==> src/rtl/arpc_pkg.sv <==
package arpc_pkg;

    typedef enum logic [1:0] {
        CMD_LOOKUP = 2'd0,
        CMD_QUEUE  = 2'd1,
        CMD_INSERT = 2'd2,
        CMD_TICK   = 2'd3
    } cmd_e;

    typedef enum logic [2:0] {
        KIND_REPLY   = 3'd0,
        KIND_REQUEST = 3'd1,
        KIND_FORWARD = 3'd2,
        KIND_UNREACH = 3'd3,
        KIND_DROPPED = 3'd4
    } kind_e;

    typedef enum logic [1:0] {
        REG_AGE_LIMIT = 2'd0,
        REG_MAX_REQ   = 2'd1,
        REG_RETRY     = 2'd2
    } reg_e;

    typedef enum logic [2:0] {
        ST_IDLE,
        ST_MSCAN,
        ST_MDONE,
        ST_RSCAN,
        ST_QACT,
        ST_HRD,
        ST_HOUT,
        ST_FIN
    } st_e;

    localparam int RESULT_CAP  = 32;
    localparam int CAP_W       = 6;
    localparam int QUEUE_DEPTH = 2;

    localparam logic [7:0] AGE_RESET   = 8'd15;
    localparam logic [2:0] MAXREQ_RESET = 3'd5;
    localparam logic [3:0] RETRY_RESET = 4'd1;

    typedef struct packed {
        cmd_e         cmd;
        logic [31:0]  ip;
        logic [47:0]  mac;
        logic [3:0]   iface;
        logic [9:0]   handle;
    } item_t;

    typedef struct packed {
        kind_e        kind;
        logic         hit;
        logic [31:0]  ip;
        logic [47:0]  mac;
        logic [3:0]   iface;
        logic [9:0]   handle;
    } result_t;

    typedef struct packed {
        logic [7:0] age_limit;
        logic [2:0] max_req;
        logic [3:0] retry;
    } cfg_t;

    typedef struct packed {
        logic  valid;
        logic  ready;
    } hs_t;

endpackage

==> src/rtl/arpc_if.sv <==
interface arpc_in_if;
    logic        valid;
    logic        ready;
    logic [1:0]  command;
    logic [31:0] ip_addr;
    logic [47:0] mac_addr;
    logic [3:0]  iface_id;
    logic [9:0]  packet_handle;

    modport source (output valid, command, ip_addr, mac_addr, iface_id, packet_handle,
                    input ready);
    modport sink (input valid, command, ip_addr, mac_addr, iface_id, packet_handle,
                  output ready);
endinterface

interface arpc_out_if;
    logic        valid;
    logic        ready;
    logic [2:0]  kind;
    logic        hit;
    logic [31:0] out_ip;
    logic [47:0] out_mac;
    logic [3:0]  out_iface;
    logic [9:0]  out_handle;
    logic        last;

    modport source (output valid, kind, hit, out_ip, out_mac, out_iface, out_handle, last,
                    input ready);
    modport sink (input valid, kind, hit, out_ip, out_mac, out_iface, out_handle, last,
                  output ready);
endinterface

interface arpc_cfg_if;
    logic       valid;
    logic       ready;
    logic [1:0] index;
    logic [7:0] data;

    modport source (output valid, index, data, input ready);
    modport sink (input valid, index, data, output ready);
endinterface

==> src/rtl/arpc_front.sv <==
module arpc_front (
    input  logic                clk,
    input  logic                rst_n,
    arpc_in_if.sink             in_ch,
    output arpc_pkg::item_t     push_item,
    output logic                push_valid,
    input  logic                push_ready
);

    logic            v_reg, v_next;
    arpc_pkg::item_t item_reg, item_next;
    logic            take;

    assign in_ch.ready = !v_reg || push_ready;
    assign take        = in_ch.valid && in_ch.ready;

    // decode the word into an internal command
    always_comb
    begin
        item_next = item_reg;
        if (take)
        begin
            item_next.cmd    = arpc_pkg::cmd_e'(in_ch.command);
            item_next.ip     = in_ch.ip_addr;
            item_next.mac    = in_ch.mac_addr;
            item_next.iface  = in_ch.iface_id;
            item_next.handle = in_ch.packet_handle;
        end
        v_next = take || (v_reg && !push_ready);
    end

    always_ff @(posedge clk or negedge rst_n)
    begin
        if (!rst_n)
            v_reg <= 1'b0;
        else
            v_reg <= v_next;
    end

    always_ff @(posedge clk)
    begin
        item_reg <= item_next;
    end

    assign push_item  = item_reg;
    assign push_valid = v_reg;

endmodule

==> src/rtl/arpc_fifo.sv <==
module arpc_fifo (
    input  logic             clk,
    input  logic             rst_n,
    input  arpc_pkg::item_t  wr_item,
    input  logic             wr_valid,
    output logic             wr_ready,
    output arpc_pkg::item_t  rd_item,
    output logic             rd_valid,
    input  logic             rd_ready
);

    localparam int D  = arpc_pkg::QUEUE_DEPTH;
    localparam int AW = (D > 1) ? $clog2(D) : 1;
    localparam int CW = $clog2(D + 1);

    arpc_pkg::item_t  slot_reg [D];
    logic [AW-1:0]    wp_reg, wp_next, rp_reg, rp_next;
    logic [CW-1:0]    cnt_reg, cnt_next;
    logic             push, pop;

    assign wr_ready = (cnt_reg != CW'(D));
    assign rd_valid = (cnt_reg != '0);
    assign rd_item  = slot_reg[rp_reg];
    assign push     = wr_valid && wr_ready;
    assign pop      = rd_valid && rd_ready;

    always_comb
    begin
        wp_next  = wp_reg;
        rp_next  = rp_reg;
        cnt_next = cnt_reg;
        if (push)
            wp_next = (wp_reg == AW'(D - 1)) ? '0 : wp_reg + 1'b1;
        if (pop)
            rp_next = (rp_reg == AW'(D - 1)) ? '0 : rp_reg + 1'b1;
        if (push && !pop)
            cnt_next = cnt_reg + 1'b1;
        else if (pop && !push)
            cnt_next = cnt_reg - 1'b1;
    end

    always_ff @(posedge clk or negedge rst_n)
    begin
        if (!rst_n)
        begin
            wp_reg  <= '0;
            rp_reg  <= '0;
            cnt_reg <= '0;
        end
        else
        begin
            wp_reg  <= wp_next;
            rp_reg  <= rp_next;
            cnt_reg <= cnt_next;
        end
    end

    always_ff @(posedge clk)
    begin
        if (push)
            slot_reg[wp_reg] <= wr_item;
    end

endmodule

==> src/rtl/arpc_back.sv <==
module arpc_back #(
    parameter int MAP_ENTRIES  = 32,
    parameter int PENDING_REQS = 8,
    parameter int PKTS_PER_REQ = 4
) (
    input  logic             clk,
    input  logic             rst_n,
    input  arpc_pkg::cfg_t   cfg,
    input  arpc_pkg::item_t  cmd_item,
    input  logic             cmd_valid,
    output logic             cmd_ready,
    arpc_out_if.source       out_ch
);

    localparam int MAW = (MAP_ENTRIES > 1) ? $clog2(MAP_ENTRIES) : 1;
    localparam int MCW = $clog2(MAP_ENTRIES + 1);
    localparam int RAW = (PENDING_REQS > 1) ? $clog2(PENDING_REQS) : 1;
    localparam int RCW = $clog2(PENDING_REQS + 1);
    localparam int PCW = $clog2(PKTS_PER_REQ + 1);
    localparam int HD  = PENDING_REQS * PKTS_PER_REQ;
    localparam int HAW = (HD > 1) ? $clog2(HD) : 1;
    localparam int CAPW = arpc_pkg::CAP_W;

    arpc_pkg::st_e    state_reg, state_next;
    arpc_pkg::item_t  cur_reg;

    // mapping table
    logic [31:0]      map_ip_mem    [MAP_ENTRIES];
    logic [47:0]      map_mac_mem   [MAP_ENTRIES];
    logic [15:0]      map_added_mem [MAP_ENTRIES];
    logic [MAP_ENTRIES-1:0] map_valid_reg;
    logic [31:0]      rd_ip_reg;
    logic [47:0]      rd_mac_reg;
    logic [15:0]      rd_added_reg;
    logic [MCW-1:0]   m_cnt_reg;
    logic             cmp_vld_reg;
    logic [MAW-1:0]   cmp_idx_reg;
    logic             fm_found_reg, ff_found_reg;
    logic [MAW-1:0]   fm_idx_reg, ff_idx_reg;
    logic [47:0]      hit_mac_reg;
    logic [15:0]      now_reg;

    // pending requests
    logic [PENDING_REQS-1:0] req_valid_reg;
    logic [31:0]      req_ip_reg    [PENDING_REQS];
    logic [3:0]       req_iface_reg [PENDING_REQS];
    logic [2:0]       req_tries_reg [PENDING_REQS];
    logic [15:0]      req_sent_reg  [PENDING_REQS];
    logic [PCW-1:0]   req_count_reg [PENDING_REQS];
    logic [RCW-1:0]   r_cnt_reg;
    logic             qm_found_reg, qf_found_reg;
    logic [RAW-1:0]   qm_idx_reg, qf_idx_reg;
    logic [PCW-1:0]   k_reg;
    logic [9:0]       handle_mem [HD];
    logic [9:0]       rd_handle_reg;

    // result staging
    logic [CAPW-1:0]  n_reg;
    logic             hold_valid_reg;
    arpc_pkg::result_t hold_reg;
    logic             out_valid_reg;
    arpc_pkg::result_t out_data_reg;
    logic             out_last_reg;

    logic             deq, adv, em_req, em_fire, em_ok, out_free, capped;
    arpc_pkg::result_t em_data;

    logic [RAW-1:0]   r_idx;
    logic             r_in, r_v, r_ip_eq, r_if_eq, r_due, r_giveup, m_match, m_aged;
    logic [MAW-1:0]   wr_slot;
    logic [HAW-1:0]   q_addr;

    assign r_idx    = r_cnt_reg[RAW-1:0];
    assign r_in     = (r_cnt_reg < RCW'(PENDING_REQS));
    assign r_v      = r_in && req_valid_reg[r_idx];
    assign r_ip_eq  = (req_ip_reg[r_idx] == cur_reg.ip);
    assign r_if_eq  = (req_iface_reg[r_idx] == cur_reg.iface);
    assign r_due    = ((now_reg - req_sent_reg[r_idx]) >= {12'd0, cfg.retry});
    assign r_giveup = (req_tries_reg[r_idx] >= cfg.max_req);
    assign m_match  = map_valid_reg[cmp_idx_reg] && (rd_ip_reg == cur_reg.ip);
    assign m_aged   = map_valid_reg[cmp_idx_reg] && ((now_reg - rd_added_reg) > {8'd0, cfg.age_limit});
    assign wr_slot  = fm_found_reg ? fm_idx_reg : ff_idx_reg;
    assign q_addr   = qm_found_reg
                    ? HAW'(int'(qm_idx_reg) * PKTS_PER_REQ + int'(req_count_reg[qm_idx_reg]))
                    : HAW'(int'(qf_idx_reg) * PKTS_PER_REQ);

    assign out_free  = !out_valid_reg || out_ch.ready;
    assign capped    = (n_reg >= CAPW'(arpc_pkg::RESULT_CAP));
    assign em_ok     = capped || !hold_valid_reg || out_free;
    assign em_fire   = em_req && adv && !capped;
    assign cmd_ready = deq;

    // actions per state
    always_comb
    begin
        deq     = 1'b0;
        adv     = 1'b1;
        em_req  = 1'b0;
        em_data = '0;
        case (state_reg)
            arpc_pkg::ST_IDLE:
            begin
                deq = cmd_valid;
            end
            arpc_pkg::ST_MDONE:
            begin
                if (cur_reg.cmd == arpc_pkg::CMD_LOOKUP)
                begin
                    em_req       = 1'b1;
                    em_data.kind = arpc_pkg::KIND_REPLY;
                    em_data.hit  = fm_found_reg;
                    em_data.ip   = cur_reg.ip;
                    em_data.mac  = fm_found_reg ? hit_mac_reg : 48'd0;
                    adv          = em_ok;
                end
            end
            arpc_pkg::ST_RSCAN:
            begin
                if (cur_reg.cmd == arpc_pkg::CMD_TICK && r_v && r_due && !r_giveup)
                begin
                    em_req        = 1'b1;
                    em_data.kind  = arpc_pkg::KIND_REQUEST;
                    em_data.ip    = req_ip_reg[r_idx];
                    em_data.iface = req_iface_reg[r_idx];
                    adv           = em_ok;
                end
            end
            arpc_pkg::ST_HOUT:
            begin
                em_req         = 1'b1;
                em_data.iface  = req_iface_reg[r_idx];
                em_data.handle = rd_handle_reg;
                if (cur_reg.cmd == arpc_pkg::CMD_INSERT)
                begin
                    em_data.kind = arpc_pkg::KIND_FORWARD;
                    em_data.ip   = cur_reg.ip;
                    em_data.mac  = cur_reg.mac;
                end
                else
                begin
                    em_data.kind = arpc_pkg::KIND_UNREACH;
                    em_data.ip   = req_ip_reg[r_idx];
                end
                adv = em_ok;
            end
            arpc_pkg::ST_QACT:
            begin
                em_data.ip = cur_reg.ip;
                if (qm_found_reg)
                begin
                    if (req_count_reg[qm_idx_reg] >= PCW'(PKTS_PER_REQ))
                    begin
                        em_req         = 1'b1;
                        em_data.kind   = arpc_pkg::KIND_DROPPED;
                        em_data.handle = cur_reg.handle;
                    end
                end
                else if (qf_found_reg)
                begin
                    em_req        = 1'b1;
                    em_data.kind  = arpc_pkg::KIND_REQUEST;
                    em_data.iface = cur_reg.iface;
                end
                else
                begin
                    em_req         = 1'b1;
                    em_data.kind   = arpc_pkg::KIND_DROPPED;
                    em_data.handle = cur_reg.handle;
                end
                adv = !em_req || em_ok;
            end
            arpc_pkg::ST_FIN:
            begin
                adv = !hold_valid_reg || out_free;
            end
            default:
            begin
                adv = 1'b1;
            end
        endcase
    end

    // next state
    always_comb
    begin
        state_next = state_reg;
        case (state_reg)
            arpc_pkg::ST_IDLE:
            begin
                if (cmd_valid)
                    state_next = (cmd_item.cmd == arpc_pkg::CMD_QUEUE)
                               ? arpc_pkg::ST_RSCAN : arpc_pkg::ST_MSCAN;
            end
            arpc_pkg::ST_MSCAN:
            begin
                if (m_cnt_reg == MCW'(MAP_ENTRIES))
                    state_next = arpc_pkg::ST_MDONE;
            end
            arpc_pkg::ST_MDONE:
            begin
                if (adv)
                    state_next = (cur_reg.cmd == arpc_pkg::CMD_LOOKUP)
                               ? arpc_pkg::ST_FIN : arpc_pkg::ST_RSCAN;
            end
            arpc_pkg::ST_RSCAN:
            begin
                if (!r_in)
                    state_next = (cur_reg.cmd == arpc_pkg::CMD_QUEUE)
                               ? arpc_pkg::ST_QACT : arpc_pkg::ST_FIN;
                else if (cur_reg.cmd == arpc_pkg::CMD_INSERT && r_v && r_ip_eq)
                    state_next = arpc_pkg::ST_HRD;
                else if (cur_reg.cmd == arpc_pkg::CMD_TICK && r_v && r_due && r_giveup)
                    state_next = arpc_pkg::ST_HRD;
            end
            arpc_pkg::ST_HRD:
            begin
                state_next = arpc_pkg::ST_HOUT;
            end
            arpc_pkg::ST_HOUT:
            begin
                if (adv)
                    state_next = (k_reg + 1'b1 >= req_count_reg[r_idx])
                               ? arpc_pkg::ST_RSCAN : arpc_pkg::ST_HRD;
            end
            arpc_pkg::ST_QACT:
            begin
                if (adv)
                    state_next = arpc_pkg::ST_FIN;
            end
            arpc_pkg::ST_FIN:
            begin
                if (adv)
                    state_next = arpc_pkg::ST_IDLE;
            end
            default:
            begin
                state_next = arpc_pkg::ST_IDLE;
            end
        endcase
    end

    // control registers
    always_ff @(posedge clk or negedge rst_n)
    begin
        if (!rst_n)
        begin
            state_reg      <= arpc_pkg::ST_IDLE;
            map_valid_reg  <= '0;
            req_valid_reg  <= '0;
            now_reg        <= '0;
            m_cnt_reg      <= '0;
            cmp_vld_reg    <= 1'b0;
            r_cnt_reg      <= '0;
            k_reg          <= '0;
            n_reg          <= '0;
            hold_valid_reg <= 1'b0;
            out_valid_reg  <= 1'b0;
            fm_found_reg   <= 1'b0;
            ff_found_reg   <= 1'b0;
            qm_found_reg   <= 1'b0;
            qf_found_reg   <= 1'b0;
        end
        else
        begin
            state_reg <= state_next;
            if (out_valid_reg && out_ch.ready)
                out_valid_reg <= 1'b0;
            if (em_fire)
            begin
                hold_valid_reg <= 1'b1;
                n_reg          <= n_reg + 1'b1;
                if (hold_valid_reg)
                    out_valid_reg <= 1'b1;
            end
            case (state_reg)
                arpc_pkg::ST_IDLE:
                begin
                    if (cmd_valid)
                    begin
                        n_reg        <= '0;
                        m_cnt_reg    <= '0;
                        cmp_vld_reg  <= 1'b0;
                        r_cnt_reg    <= '0;
                        fm_found_reg <= 1'b0;
                        ff_found_reg <= 1'b0;
                        qm_found_reg <= 1'b0;
                        qf_found_reg <= 1'b0;
                        if (cmd_item.cmd == arpc_pkg::CMD_TICK)
                            now_reg <= now_reg + 1'b1;
                    end
                end
                arpc_pkg::ST_MSCAN:
                begin
                    if (m_cnt_reg != MCW'(MAP_ENTRIES))
                        m_cnt_reg <= m_cnt_reg + 1'b1;
                    cmp_vld_reg <= (m_cnt_reg != MCW'(MAP_ENTRIES));
                    if (cmp_vld_reg)
                    begin
                        if (cur_reg.cmd == arpc_pkg::CMD_TICK)
                        begin
                            if (m_aged)
                                map_valid_reg[cmp_idx_reg] <= 1'b0;
                        end
                        else
                        begin
                            if (m_match && !fm_found_reg)
                                fm_found_reg <= 1'b1;
                            if (!map_valid_reg[cmp_idx_reg] && !ff_found_reg)
                                ff_found_reg <= 1'b1;
                        end
                    end
                end
                arpc_pkg::ST_MDONE:
                begin
                    if (cur_reg.cmd == arpc_pkg::CMD_INSERT && (fm_found_reg || ff_found_reg))
                        map_valid_reg[wr_slot] <= 1'b1;
                end
                arpc_pkg::ST_RSCAN:
                begin
                    if (r_in)
                    begin
                        case (cur_reg.cmd)
                            arpc_pkg::CMD_QUEUE:
                            begin
                                if (r_v && r_ip_eq && r_if_eq && !qm_found_reg)
                                    qm_found_reg <= 1'b1;
                                if (!r_v && !qf_found_reg)
                                    qf_found_reg <= 1'b1;
                                r_cnt_reg <= r_cnt_reg + 1'b1;
                            end
                            arpc_pkg::CMD_INSERT:
                            begin
                                if (r_v && r_ip_eq)
                                    k_reg <= '0;
                                else
                                    r_cnt_reg <= r_cnt_reg + 1'b1;
                            end
                            arpc_pkg::CMD_TICK:
                            begin
                                if (r_v && r_due && r_giveup)
                                    k_reg <= '0;
                                else if (adv)
                                    r_cnt_reg <= r_cnt_reg + 1'b1;
                            end
                            default:
                            begin
                                r_cnt_reg <= r_cnt_reg + 1'b1;
                            end
                        endcase
                    end
                end
                arpc_pkg::ST_HOUT:
                begin
                    if (adv)
                    begin
                        if (k_reg + 1'b1 >= req_count_reg[r_idx])
                        begin
                            req_valid_reg[r_idx] <= 1'b0;
                            r_cnt_reg            <= r_cnt_reg + 1'b1;
                        end
                        else
                            k_reg <= k_reg + 1'b1;
                    end
                end
                arpc_pkg::ST_QACT:
                begin
                    if (adv && !qm_found_reg && qf_found_reg)
                        req_valid_reg[qf_idx_reg] <= 1'b1;
                end
                arpc_pkg::ST_FIN:
                begin
                    if (adv && hold_valid_reg)
                    begin
                        hold_valid_reg <= 1'b0;
                        out_valid_reg  <= 1'b1;
                    end
                end
                default:
                begin
                    k_reg <= k_reg;
                end
            endcase
        end
    end

    // payload registers
    always_ff @(posedge clk)
    begin
        if (deq)
            cur_reg <= cmd_item;
        if (state_reg == arpc_pkg::ST_MSCAN)
            cmp_idx_reg <= m_cnt_reg[MAW-1:0];
        if (state_reg == arpc_pkg::ST_MSCAN && cmp_vld_reg)
        begin
            if (m_match && !fm_found_reg)
            begin
                fm_idx_reg  <= cmp_idx_reg;
                hit_mac_reg <= rd_mac_reg;
            end
            if (!map_valid_reg[cmp_idx_reg] && !ff_found_reg)
                ff_idx_reg <= cmp_idx_reg;
        end
        if (state_reg == arpc_pkg::ST_RSCAN && r_in && cur_reg.cmd == arpc_pkg::CMD_QUEUE)
        begin
            if (r_v && r_ip_eq && r_if_eq && !qm_found_reg)
                qm_idx_reg <= r_idx;
            if (!r_v && !qf_found_reg)
                qf_idx_reg <= r_idx;
        end
        if (state_reg == arpc_pkg::ST_RSCAN && em_req && adv)
        begin
            req_tries_reg[r_idx] <= req_tries_reg[r_idx] + 1'b1;
            req_sent_reg[r_idx]  <= now_reg;
        end
        if (state_reg == arpc_pkg::ST_QACT && adv)
        begin
            if (qm_found_reg)
            begin
                if (!em_req)
                    req_count_reg[qm_idx_reg] <= req_count_reg[qm_idx_reg] + 1'b1;
            end
            else if (qf_found_reg)
            begin
                req_ip_reg[qf_idx_reg]    <= cur_reg.ip;
                req_iface_reg[qf_idx_reg] <= cur_reg.iface;
                req_tries_reg[qf_idx_reg] <= 3'd1;
                req_sent_reg[qf_idx_reg]  <= now_reg;
                req_count_reg[qf_idx_reg] <= PCW'(1);
            end
        end
        if (em_fire)
        begin
            hold_reg <= em_data;
            if (hold_valid_reg)
            begin
                out_data_reg <= hold_reg;
                out_last_reg <= 1'b0;
            end
        end
        if (state_reg == arpc_pkg::ST_FIN && adv && hold_valid_reg)
        begin
            out_data_reg <= hold_reg;
            out_last_reg <= 1'b1;
        end
    end

    // mapping table memory, one read and one write port
    always_ff @(posedge clk)
    begin
        rd_ip_reg    <= map_ip_mem[m_cnt_reg[MAW-1:0]];
        rd_mac_reg   <= map_mac_mem[m_cnt_reg[MAW-1:0]];
        rd_added_reg <= map_added_mem[m_cnt_reg[MAW-1:0]];
        if (state_reg == arpc_pkg::ST_MDONE && cur_reg.cmd == arpc_pkg::CMD_INSERT
            && (fm_found_reg || ff_found_reg))
        begin
            map_ip_mem[wr_slot]    <= cur_reg.ip;
            map_mac_mem[wr_slot]   <= cur_reg.mac;
            map_added_mem[wr_slot] <= now_reg;
        end
    end

    // parked handle memory
    always_ff @(posedge clk)
    begin
        rd_handle_reg <= handle_mem[HAW'(int'(r_idx) * PKTS_PER_REQ + int'(k_reg))];
        if (state_reg == arpc_pkg::ST_QACT && adv && !em_req)
            handle_mem[q_addr] <= cur_reg.handle;
        else if (state_reg == arpc_pkg::ST_QACT && adv && !qm_found_reg && qf_found_reg)
            handle_mem[q_addr] <= cur_reg.handle;
    end

    assign out_ch.valid      = out_valid_reg;
    assign out_ch.kind       = out_data_reg.kind;
    assign out_ch.hit        = out_data_reg.hit;
    assign out_ch.out_ip     = out_data_reg.ip;
    assign out_ch.out_mac    = out_data_reg.mac;
    assign out_ch.out_iface  = out_data_reg.iface;
    assign out_ch.out_handle = out_data_reg.handle;
    assign out_ch.last       = out_last_reg;

endmodule

==> src/rtl/arp_cache_with_pending_queue_unit.sv <==
// channel   dir  payload                                           word
// in_ch     in   command ip_addr mac_addr iface_id packet_handle   one command
// out_ch    out  kind hit out_ip out_mac out_iface out_handle last one result
// cfg_ch    in   index data                                        one register write
//
// lookup: one pass over the map table through its single read port
// insert and tick: a map table pass, then a pending request pass; each released handle is read, then emitted
// queue: no map table pass, one pending request examined per cycle
// rst_n clears valid bits, counters and the clock of seconds; no clearing pass
// a stalled out_ch holds the engine, while the front stage and queue still take words until they fill
module arp_cache_with_pending_queue_unit #(
    parameter int MAP_ENTRIES  = 32,
    parameter int PENDING_REQS = 8,
    parameter int PKTS_PER_REQ = 4
) (
    input  logic        clk,
    input  logic        rst_n,
    arpc_in_if.sink     in_ch,
    arpc_out_if.source  out_ch,
    arpc_cfg_if.sink    cfg_ch
);

    arpc_pkg::cfg_t   cfg_reg, cfg_next;
    arpc_pkg::item_t  fr_item, q_item;
    logic             fr_valid, fr_ready, q_valid, q_ready;

    // registers always accept a write
    assign cfg_ch.ready = 1'b1;

    always_comb
    begin
        cfg_next = cfg_reg;
        if (cfg_ch.valid)
        begin
            case (arpc_pkg::reg_e'(cfg_ch.index))
                arpc_pkg::REG_AGE_LIMIT: cfg_next.age_limit = cfg_ch.data;
                arpc_pkg::REG_MAX_REQ:   cfg_next.max_req   = cfg_ch.data[2:0];
                arpc_pkg::REG_RETRY:     cfg_next.retry     = cfg_ch.data[3:0];
                default:                 cfg_next = cfg_reg;
            endcase
        end
    end

    always_ff @(posedge clk or negedge rst_n)
    begin
        if (!rst_n)
        begin
            cfg_reg.age_limit <= arpc_pkg::AGE_RESET;
            cfg_reg.max_req   <= arpc_pkg::MAXREQ_RESET;
            cfg_reg.retry     <= arpc_pkg::RETRY_RESET;
        end
        else
            cfg_reg <= cfg_next;
    end

    // front: take and decode commands
    arpc_front u_front (
        .clk        (clk),
        .rst_n      (rst_n),
        .in_ch      (in_ch),
        .push_item  (fr_item),
        .push_valid (fr_valid),
        .push_ready (fr_ready)
    );

    // short queue between front and engine
    arpc_fifo u_fifo (
        .clk      (clk),
        .rst_n    (rst_n),
        .wr_item  (fr_item),
        .wr_valid (fr_valid),
        .wr_ready (fr_ready),
        .rd_item  (q_item),
        .rd_valid (q_valid),
        .rd_ready (q_ready)
    );

    // back: table scans, request handling and result staging
    arpc_back #(
        .MAP_ENTRIES  (MAP_ENTRIES),
        .PENDING_REQS (PENDING_REQS),
        .PKTS_PER_REQ (PKTS_PER_REQ)
    ) u_back (
        .clk       (clk),
        .rst_n     (rst_n),
        .cfg       (cfg_reg),
        .cmd_item  (q_item),
        .cmd_valid (q_valid),
        .cmd_ready (q_ready),
        .out_ch    (out_ch)
    );

endmodule

==> src/flat_wrapper.sv <==
// flat-port wrapper written by rule: the top's interface ports become plain ports
module arp_cache_with_pending_queue_unit_flat 
#(
    parameter int MAP_ENTRIES  = 32,
    parameter int PENDING_REQS = 8,
    parameter int PKTS_PER_REQ = 4
)
  (clk, rst_n, in_ch_valid, in_ch_command, in_ch_ip_addr, in_ch_mac_addr, in_ch_iface_id, in_ch_packet_handle, in_ch_ready, out_ch_valid, out_ch_kind, out_ch_hit, out_ch_out_ip, out_ch_out_mac, out_ch_out_iface, out_ch_out_handle, out_ch_last, out_ch_ready, cfg_ch_valid, cfg_ch_index, cfg_ch_data, cfg_ch_ready);
  arpc_in_if in_ch_i ();
  arpc_out_if out_ch_i ();
  arpc_cfg_if cfg_ch_i ();
  input  logic clk;
  input  logic rst_n;
  input wire logic [$bits(in_ch_i.valid)-1:0] in_ch_valid;
  input wire logic [$bits(in_ch_i.command)-1:0] in_ch_command;
  input wire logic [$bits(in_ch_i.ip_addr)-1:0] in_ch_ip_addr;
  input wire logic [$bits(in_ch_i.mac_addr)-1:0] in_ch_mac_addr;
  input wire logic [$bits(in_ch_i.iface_id)-1:0] in_ch_iface_id;
  input wire logic [$bits(in_ch_i.packet_handle)-1:0] in_ch_packet_handle;
  output wire logic [$bits(in_ch_i.ready)-1:0] in_ch_ready;
  output wire logic [$bits(out_ch_i.valid)-1:0] out_ch_valid;
  output wire logic [$bits(out_ch_i.kind)-1:0] out_ch_kind;
  output wire logic [$bits(out_ch_i.hit)-1:0] out_ch_hit;
  output wire logic [$bits(out_ch_i.out_ip)-1:0] out_ch_out_ip;
  output wire logic [$bits(out_ch_i.out_mac)-1:0] out_ch_out_mac;
  output wire logic [$bits(out_ch_i.out_iface)-1:0] out_ch_out_iface;
  output wire logic [$bits(out_ch_i.out_handle)-1:0] out_ch_out_handle;
  output wire logic [$bits(out_ch_i.last)-1:0] out_ch_last;
  input wire logic [$bits(out_ch_i.ready)-1:0] out_ch_ready;
  input wire logic [$bits(cfg_ch_i.valid)-1:0] cfg_ch_valid;
  input wire logic [$bits(cfg_ch_i.index)-1:0] cfg_ch_index;
  input wire logic [$bits(cfg_ch_i.data)-1:0] cfg_ch_data;
  output wire logic [$bits(cfg_ch_i.ready)-1:0] cfg_ch_ready;
  assign in_ch_i.valid = in_ch_valid;
  assign in_ch_i.command = in_ch_command;
  assign in_ch_i.ip_addr = in_ch_ip_addr;
  assign in_ch_i.mac_addr = in_ch_mac_addr;
  assign in_ch_i.iface_id = in_ch_iface_id;
  assign in_ch_i.packet_handle = in_ch_packet_handle;
  assign in_ch_ready = in_ch_i.ready;
  assign out_ch_valid = out_ch_i.valid;
  assign out_ch_kind = out_ch_i.kind;
  assign out_ch_hit = out_ch_i.hit;
  assign out_ch_out_ip = out_ch_i.out_ip;
  assign out_ch_out_mac = out_ch_i.out_mac;
  assign out_ch_out_iface = out_ch_i.out_iface;
  assign out_ch_out_handle = out_ch_i.out_handle;
  assign out_ch_last = out_ch_i.last;
  assign out_ch_i.ready = out_ch_ready;
  assign cfg_ch_i.valid = cfg_ch_valid;
  assign cfg_ch_i.index = cfg_ch_index;
  assign cfg_ch_i.data = cfg_ch_data;
  assign cfg_ch_ready = cfg_ch_i.ready;
  arp_cache_with_pending_queue_unit #(.MAP_ENTRIES(MAP_ENTRIES), .PENDING_REQS(PENDING_REQS), .PKTS_PER_REQ(PKTS_PER_REQ)) u_core (.clk(clk), .rst_n(rst_n), .in_ch(in_ch_i), .out_ch(out_ch_i), .cfg_ch(cfg_ch_i));
endmodule
==> config.mk <==
export PLATFORM = sky130hd
export DESIGN_NAME = arp_cache_with_pending_queue_unit_flat
export DESIGN_NICKNAME = d
export VERILOG_FILES = /design/src/rtl/arpc_pkg.sv /design/src/rtl/arpc_if.sv /design/src/rtl/arpc_front.sv /design/src/rtl/arpc_fifo.sv /design/src/rtl/arpc_back.sv /design/src/rtl/arp_cache_with_pending_queue_unit.sv /design/src/flat_wrapper.sv
export SDC_FILE = /design/constraint.sdc
export NUM_CORES = 2
export LEC_CHECK = 0
export ABC_CLOCK_PERIOD_IN_PS = 17300
export BUFFER_PORTS_ARGS = -buffer_cell sky130_fd_sc_hd__buf_2
export CORE_ASPECT_RATIO = 0.6
export CORE_MARGIN = 2
export CORE_UTILIZATION = 50
export CTS_BUF_LIST = sky130_fd_sc_hd__clkbuf_8
export DETAILED_ROUTE_END_ITERATION = 8
export GPL_ROUTABILITY_DRIVEN = 0
export PLACE_DENSITY = 0.66
export SYNTH_ARGS = -nofsm -noshare
export SYNTH_HDL_FRONTEND = slang
export SYNTH_HIERARCHICAL = 1
export SYNTH_SLANG_ARGS = --single-unit
==> constraint.sdc <==
create_clock -name clk -period 17.3 [get_ports clk]
set_clock_uncertainty 0.2 [all_clocks]
set_input_delay 3.46 -clock clk [delete_from_list [all_inputs] [get_ports clk]]
set_output_delay 3.46 -clock clk [all_outputs]
set_load 0.02 [all_outputs]
==> impl_metrics.prom <==
# TYPE chip_impl_metric gauge
chip_impl_info{name="outcome",value="completed"} 1
chip_impl_metric{name="synth_enable_flop_cells",unit=""} 4505
chip_impl_metric{name="number_of_antenna_violations_at_the_first_check_in_global_routing",unit=""} 10
chip_impl_metric{name="sequential_area_share_after_synthesis",unit="%"} 78.4
chip_impl_metric{name="syn-instance-count",unit=""} 7873
chip_impl_info{name="synth_top_cell_by_area",value="sky130_fd_sc_hd__edfxtp_1"} 1
chip_impl_metric{name="worst_path_largest_cell_delay",unit="ns"} 0.93
chip_impl_metric{name="clock_tree.htree_level_count",unit=""} 6
chip_impl_metric{name="netlist_area",unit="sq mm"} 0.179
chip_impl_metric{name="vias",unit=""} 88400
chip_impl_metric{name="antenna_violating_nets_left",unit=""} 0
chip_impl_metric{name="first_global_vias",unit=""} 88300
chip_impl_info{name="largest-register",value="u_core/u_back/map_mac_mem"} 1
chip_impl_metric{name="adder_cell_share_of_the_synthesized_area",unit="%"} 0.457
chip_impl_metric{name="synth-xor-area-share",unit="%"} 0.529
chip_impl_metric{name="cts_num_sinks",unit=""} 4720
chip_impl_metric{name="yosys_warnings",unit=""} 6
chip_impl_metric{name="finish.net_count",unit=""} 8804
chip_impl_metric{name="post_route_cells_drive_above_1_share",unit="%"} 30.2
chip_impl_info{name="root_buffer",value="sky130_fd_sc_hd__clkbuf_8"} 1
chip_impl_info{name="grt_setup_unrepaired",value="no"} 1
chip_impl_metric{name="wire_length_of_the_first_global_routing_pass",unit="mm"} 654
chip_impl_metric{name="drc",unit=""} 0
chip_impl_metric{name="hold_buffers",unit=""} 0
chip_impl_metric{name="cap_viol_max_count",unit=""} 0
chip_impl_metric{name="fin_tns_setup",unit="ns"} 0
chip_impl_metric{name="cts-root-to-sink-buffers",unit=""} 4
chip_impl_metric{name="vdd_drop_max",unit="mV"} 0.145
chip_impl_metric{name="design.core.area",unit="sq mm"} 0.355
chip_impl_metric{name="syn_avg_cell_area",unit="sq um"} 22.7
chip_impl_metric{name="synth_simple_gate_area_share",unit="%"} 1.49
chip_impl_metric{name="report.final.slew_viol_count",unit=""} 0
chip_impl_metric{name="placement_rows",unit=""} 169
chip_impl_metric{name="filler_cell_count",unit=""} 25700
chip_impl_metric{name="post-route-min-period",unit="ns"} 9.17
chip_impl_metric{name="postSynthRegisterBits",unit=""} 4720
chip_impl_metric{name="timing.max_slew.rel_slack",unit="%"} 3.73
chip_impl_metric{name="largest_register_ff_count",unit=""} 1536
chip_impl_info{name="r2r_end",value="u_core/u_back/out_ch.out_mac[19]"} 1
chip_impl_metric{name="worst-r2r-setup-slack",unit="ns"} 8.13
chip_impl_info{name="critical_path.reg2reg.startpoint",value="u_core/u_back/r_cnt_reg[2]"} 1
chip_impl_metric{name="synth-compound-area-share",unit="%"} 2.32
chip_impl_info{name="worstPathCellList",value="buf_4, buf_4, and2_1, a21oi_1, a21oi_1, a21oi_1, ha_1, nand4_1, o22ai_1, o311a_1, or3_1, a221oi_1, nand4_1, o21a_1, a311o_1, nor2_4, a21o_4, buf_4"} 1
chip_impl_metric{name="async_flop_share",unit="%"} 2.22
chip_impl_metric{name="arrival",unit="ns"} 9.70
chip_impl_info{name="timing.hold.worst.class",value="reg2reg"} 1
chip_impl_metric{name="tightestPinTransition",unit="ns"} 1.44
chip_impl_metric{name="finalWirelength",unit="mm"} 463
chip_impl_metric{name="routed_wire_length_per_instance",unit="um"} 33.4
chip_impl_metric{name="yosys.cell_types.count",unit=""} 94
chip_impl_info{name="worstHoldEndpoint",value="u_core/u_back/out_ch.out_ip[29]"} 1
chip_impl_metric{name="drt_pass1_iterations",unit=""} 8
chip_impl_info{name="ys_dominant_reg_cell",value="sky130_fd_sc_hd__edfxtp_1"} 1
chip_impl_metric{name="clock_latency",unit="ns"} 1.12
chip_impl_metric{name="globalRoute.totalOverflow",unit=""} 0
chip_impl_metric{name="timing.final.crit_share",unit="%"} 53.0
chip_impl_metric{name="ioPinCount",unit=""} 213
chip_impl_metric{name="yosys-mux-area-fraction",unit="%"} 15.8
chip_impl_metric{name="initial_core_util",unit="%"} 50.4
chip_impl_info{name="startpoint_type",value="flip-flop"} 1
chip_impl_metric{name="cts_post_setup_buffers_inserted",unit=""} 0
chip_impl_info{name="worst_hold_startpoint",value="u_core/u_back/hold_reg[91]"} 1
chip_impl_metric{name="power_density",unit="mW/mm^2"} 154
chip_impl_metric{name="clk_pin_slew",unit="ns"} 0.07
chip_impl_metric{name="netlist.area_leader.share",unit="%"} 75.7
chip_impl_info{name="crit_path_end_kind",value="flip-flop"} 1
chip_impl_metric{name="ff2ff_path_depth",unit=""} 18
chip_impl_metric{name="pin_count_of_the_biggest_net_entering_global_routing",unit=""} 140
chip_impl_metric{name="via_per_inst",unit=""} 6.37
chip_impl_metric{name="p_leak",unit="nW"} 62.2
chip_impl_info{name="reg.largest.list",value="u_core/u_back/map_mac_mem (1536), u_core/u_back/map_ip_mem (1024), u_core/u_back/map_added_mem (512)"} 1
chip_impl_metric{name="tritoncts.num_buffers",unit=""} 659
chip_impl_info{name="cp_slowest_cell",value="sky130_fd_sc_hd__a21o_4"} 1
chip_impl_metric{name="syn_nets",unit=""} 8048
chip_impl_info{name="tritoncts",value="done"} 1
chip_impl_metric{name="cp_max_fo",unit=""} 54
chip_impl_info{name="worstSetupPathType",value="reg2reg"} 1
chip_impl_metric{name="worst_hold_path.num_cells",unit=""} 0
chip_impl_metric{name="max_clock_freq",unit="MHz"} 109
chip_impl_metric{name="io_buffer_count",unit=""} 211
chip_impl_metric{name="detailedRoute.firstIterationViolations",unit=""} 12200
chip_impl_metric{name="chipWidth",unit="um"} 776
chip_impl_metric{name="die_area",unit="sq mm"} 0.362
chip_impl_metric{name="syn2layout_area_growth",unit="%"} 11.4
chip_impl_metric{name="timing.critical_path.required",unit="ns"} 17.83
chip_impl_metric{name="post_cts_resized",unit=""} 0
chip_impl_metric{name="grtUsageTotal",unit="%"} 25.3
chip_impl_metric{name="fp.dieH",unit="um"} 467
chip_impl_info{name="yosys-top-cells-area",value="sky130_fd_sc_hd__edfxtp_1 76%, sky130_fd_sc_hd__mux4_2 14%, sky130_fd_sc_hd__mux2_2 1.5%, sky130_fd_sc_hd__dfrtp_1 1.4%, sky130_fd_sc_hd__dfxtp_1 1.2%"} 1
chip_impl_metric{name="detailedPlacementHpwl",unit="mm"} 246
chip_impl_metric{name="timing.final.setup_violations",unit=""} 0
chip_impl_info{name="synth_top_family_by_area",value="multiplexers"} 1
chip_impl_metric{name="finalHoldViolCount",unit=""} 0
chip_impl_metric{name="total_power",unit="mW"} 30.8
-- critical path, delay by kind of cell, from the launching register on --
kind | cells | cell delay (ns)
buffers and inverters | 3 | 2.10
adder cells (fa/ha/maj) | 1 | 0.43
flip-flops | 1 | 0.65
AO/OA/AOI/OAI | 9 | 3.06
AND/OR/NAND/NOR | 5 | 2.21
-- cells in the mapped netlist (all sizes together) (11+ instances only) --
| library cell | instances |
|---|---|
| edfxtp | 4505 |
| mux4 | 1086 |
| mux2 | 263 |
| clkbuf | 242 |
| nor2 | 151 |
| nand2 | 137 |
| buf | 136 |
| o21ai | 117 |
| dfxtp | 110 |
| dfrtp | 98 |
| a22o | 91 |
| a21oi | 72 |
| xor2 | 71 |
| inv | 70 |
| a22oi | 66 |
| mux2i | 65 |
| ha | 62 |
| nor3 | 59 |
| a221oi | 48 |
| xnor2 | 37 |
| o41ai | 33 |
| nand3 | 32 |
| nand2b | 24 |
| nor4 | 23 |
| a21o | 22 |
| nand4 | 20 |
| and3 | 18 |
| nor2b | 18 |
| o22ai | 16 |
| and2 | 13 |
| o21a | 11 |
-- worst max-delay path by stage --
stage                                     from                                to  slack [ns]  depth (start not counted)
finish              u_core/u_back/r_cnt_reg[2]  u_core/u_back/out_ch.out_mac[19]        8.13                         18
CTS                 u_core/u_back/r_cnt_reg[2]  u_core/u_back/out_ch.out_mac[12]        8.28                         18
global placement    u_core/u_back/r_cnt_reg[2]  u_core/u_back/out_ch.out_mac[22]        8.57                         18
detailed placement  u_core/u_back/r_cnt_reg[2]  u_core/u_back/out_ch.out_mac[21]        8.28                         18
global route        u_core/u_back/r_cnt_reg[2]  u_core/u_back/out_ch.out_mac[15]        7.88                         18
floorplan           u_core/u_back/r_cnt_reg[2]          u_core/u_back/out_ch.hit        4.85                         25
-- final cells by class --
cell class / count / area, sq um / share of cell area (%)
Inverter: 72 / 278 / 0.140
Multi-Input combinational cell: 2703 / 37300 / 18.7
Clock buffer: 709 / 9760 / 4.90
Antenna cell: 8 / 20.0 / 0.0101
Timing Repair Buffer: 473 / 3190 / 1.60
Tap cell: 4702 / 5880 / 2.95
Clock inverter: 489 / 2570 / 1.29
Sequential cell: 4720 / 140000 / 70.4
-- per-stage QoR --
| stage | hold slack (ns) | instances | util (%) | area, sq um | setup WS [ns] |
|---|---|---|---|---|---|
| 4_1_cts | 0.203 | 13900 | 56.1 | 199000 | 8.28 |
| 3_5_place_dp | 0.189 | 12700 | 52.7 | 187000 | 8.28 |
| 5_1_grt | 0.205 | 13900 | 56.1 | 199000 | 7.88 |
| 2_1_floorplan | 0.186 | 7873 | - | 179000 | 4.85 |
| 6_report | 0.191 | 13900 | 56.2 | 199000 | 8.13 |
| 3_3_place_gp | 0.187 | 12700 | 52.6 | 187000 | 8.57 |
-- cells in the final DEF (no fill, tap or decap), drive strengths merged, types with 16 or more instances in the layout --
cell and n:
o22ai 16, buf 472, xnor2 37, nand2 137, a22o 91, a21o 22, dfxtp 110, mux2i 65
a21oi 72, o41ai 33, xor2 71, mux2 263, nand3 32, dfrtp 98, clkbuf 710, a221oi 48
nor3 59, nand2b 24, and3 18, clkinv 169, nand4 20, ha 62, nor2 151, nor4 23
a22oi 66, nor2b 18, inv 360, o21ai 117, edfxtp 4505, clkinvlp 19, mux4 1086
-- metal layers --
| metal | routed length, um | vias to the layer above | track usage, % |
|---|---|---|---|
| li1 | - | 34800 | - |
| met1 | 195000 | 47200 | 39.4 |
| met2 | 201000 | 5670 | 36.1 |
| met3 | 56100 | 735 | 6.50 |
| met4 | 11100 | 0 | 6.37 |
| met5 | 0 | - | 0 |
-- cell families (layout without fill, tap and decap cells) --
logic type,Yosys count,count (layout)
simple gates,541,541
flops,4720,4720
other cells,1,9
fa+ha+maj,64,64
compound gates,575,575
mux,1414,1414
xor+xnor,108,108
buf+inv,450,1743
-- power breakdown --
part / internal (mW) / switching [mW] / total (mW)
logic: 2.70 / 4.24 / 6.94
clock network: 4.00 / 4.23 / 8.24
registers: 14.7 / 0.878 / 15.6
(Power assumes the default switching activity.)
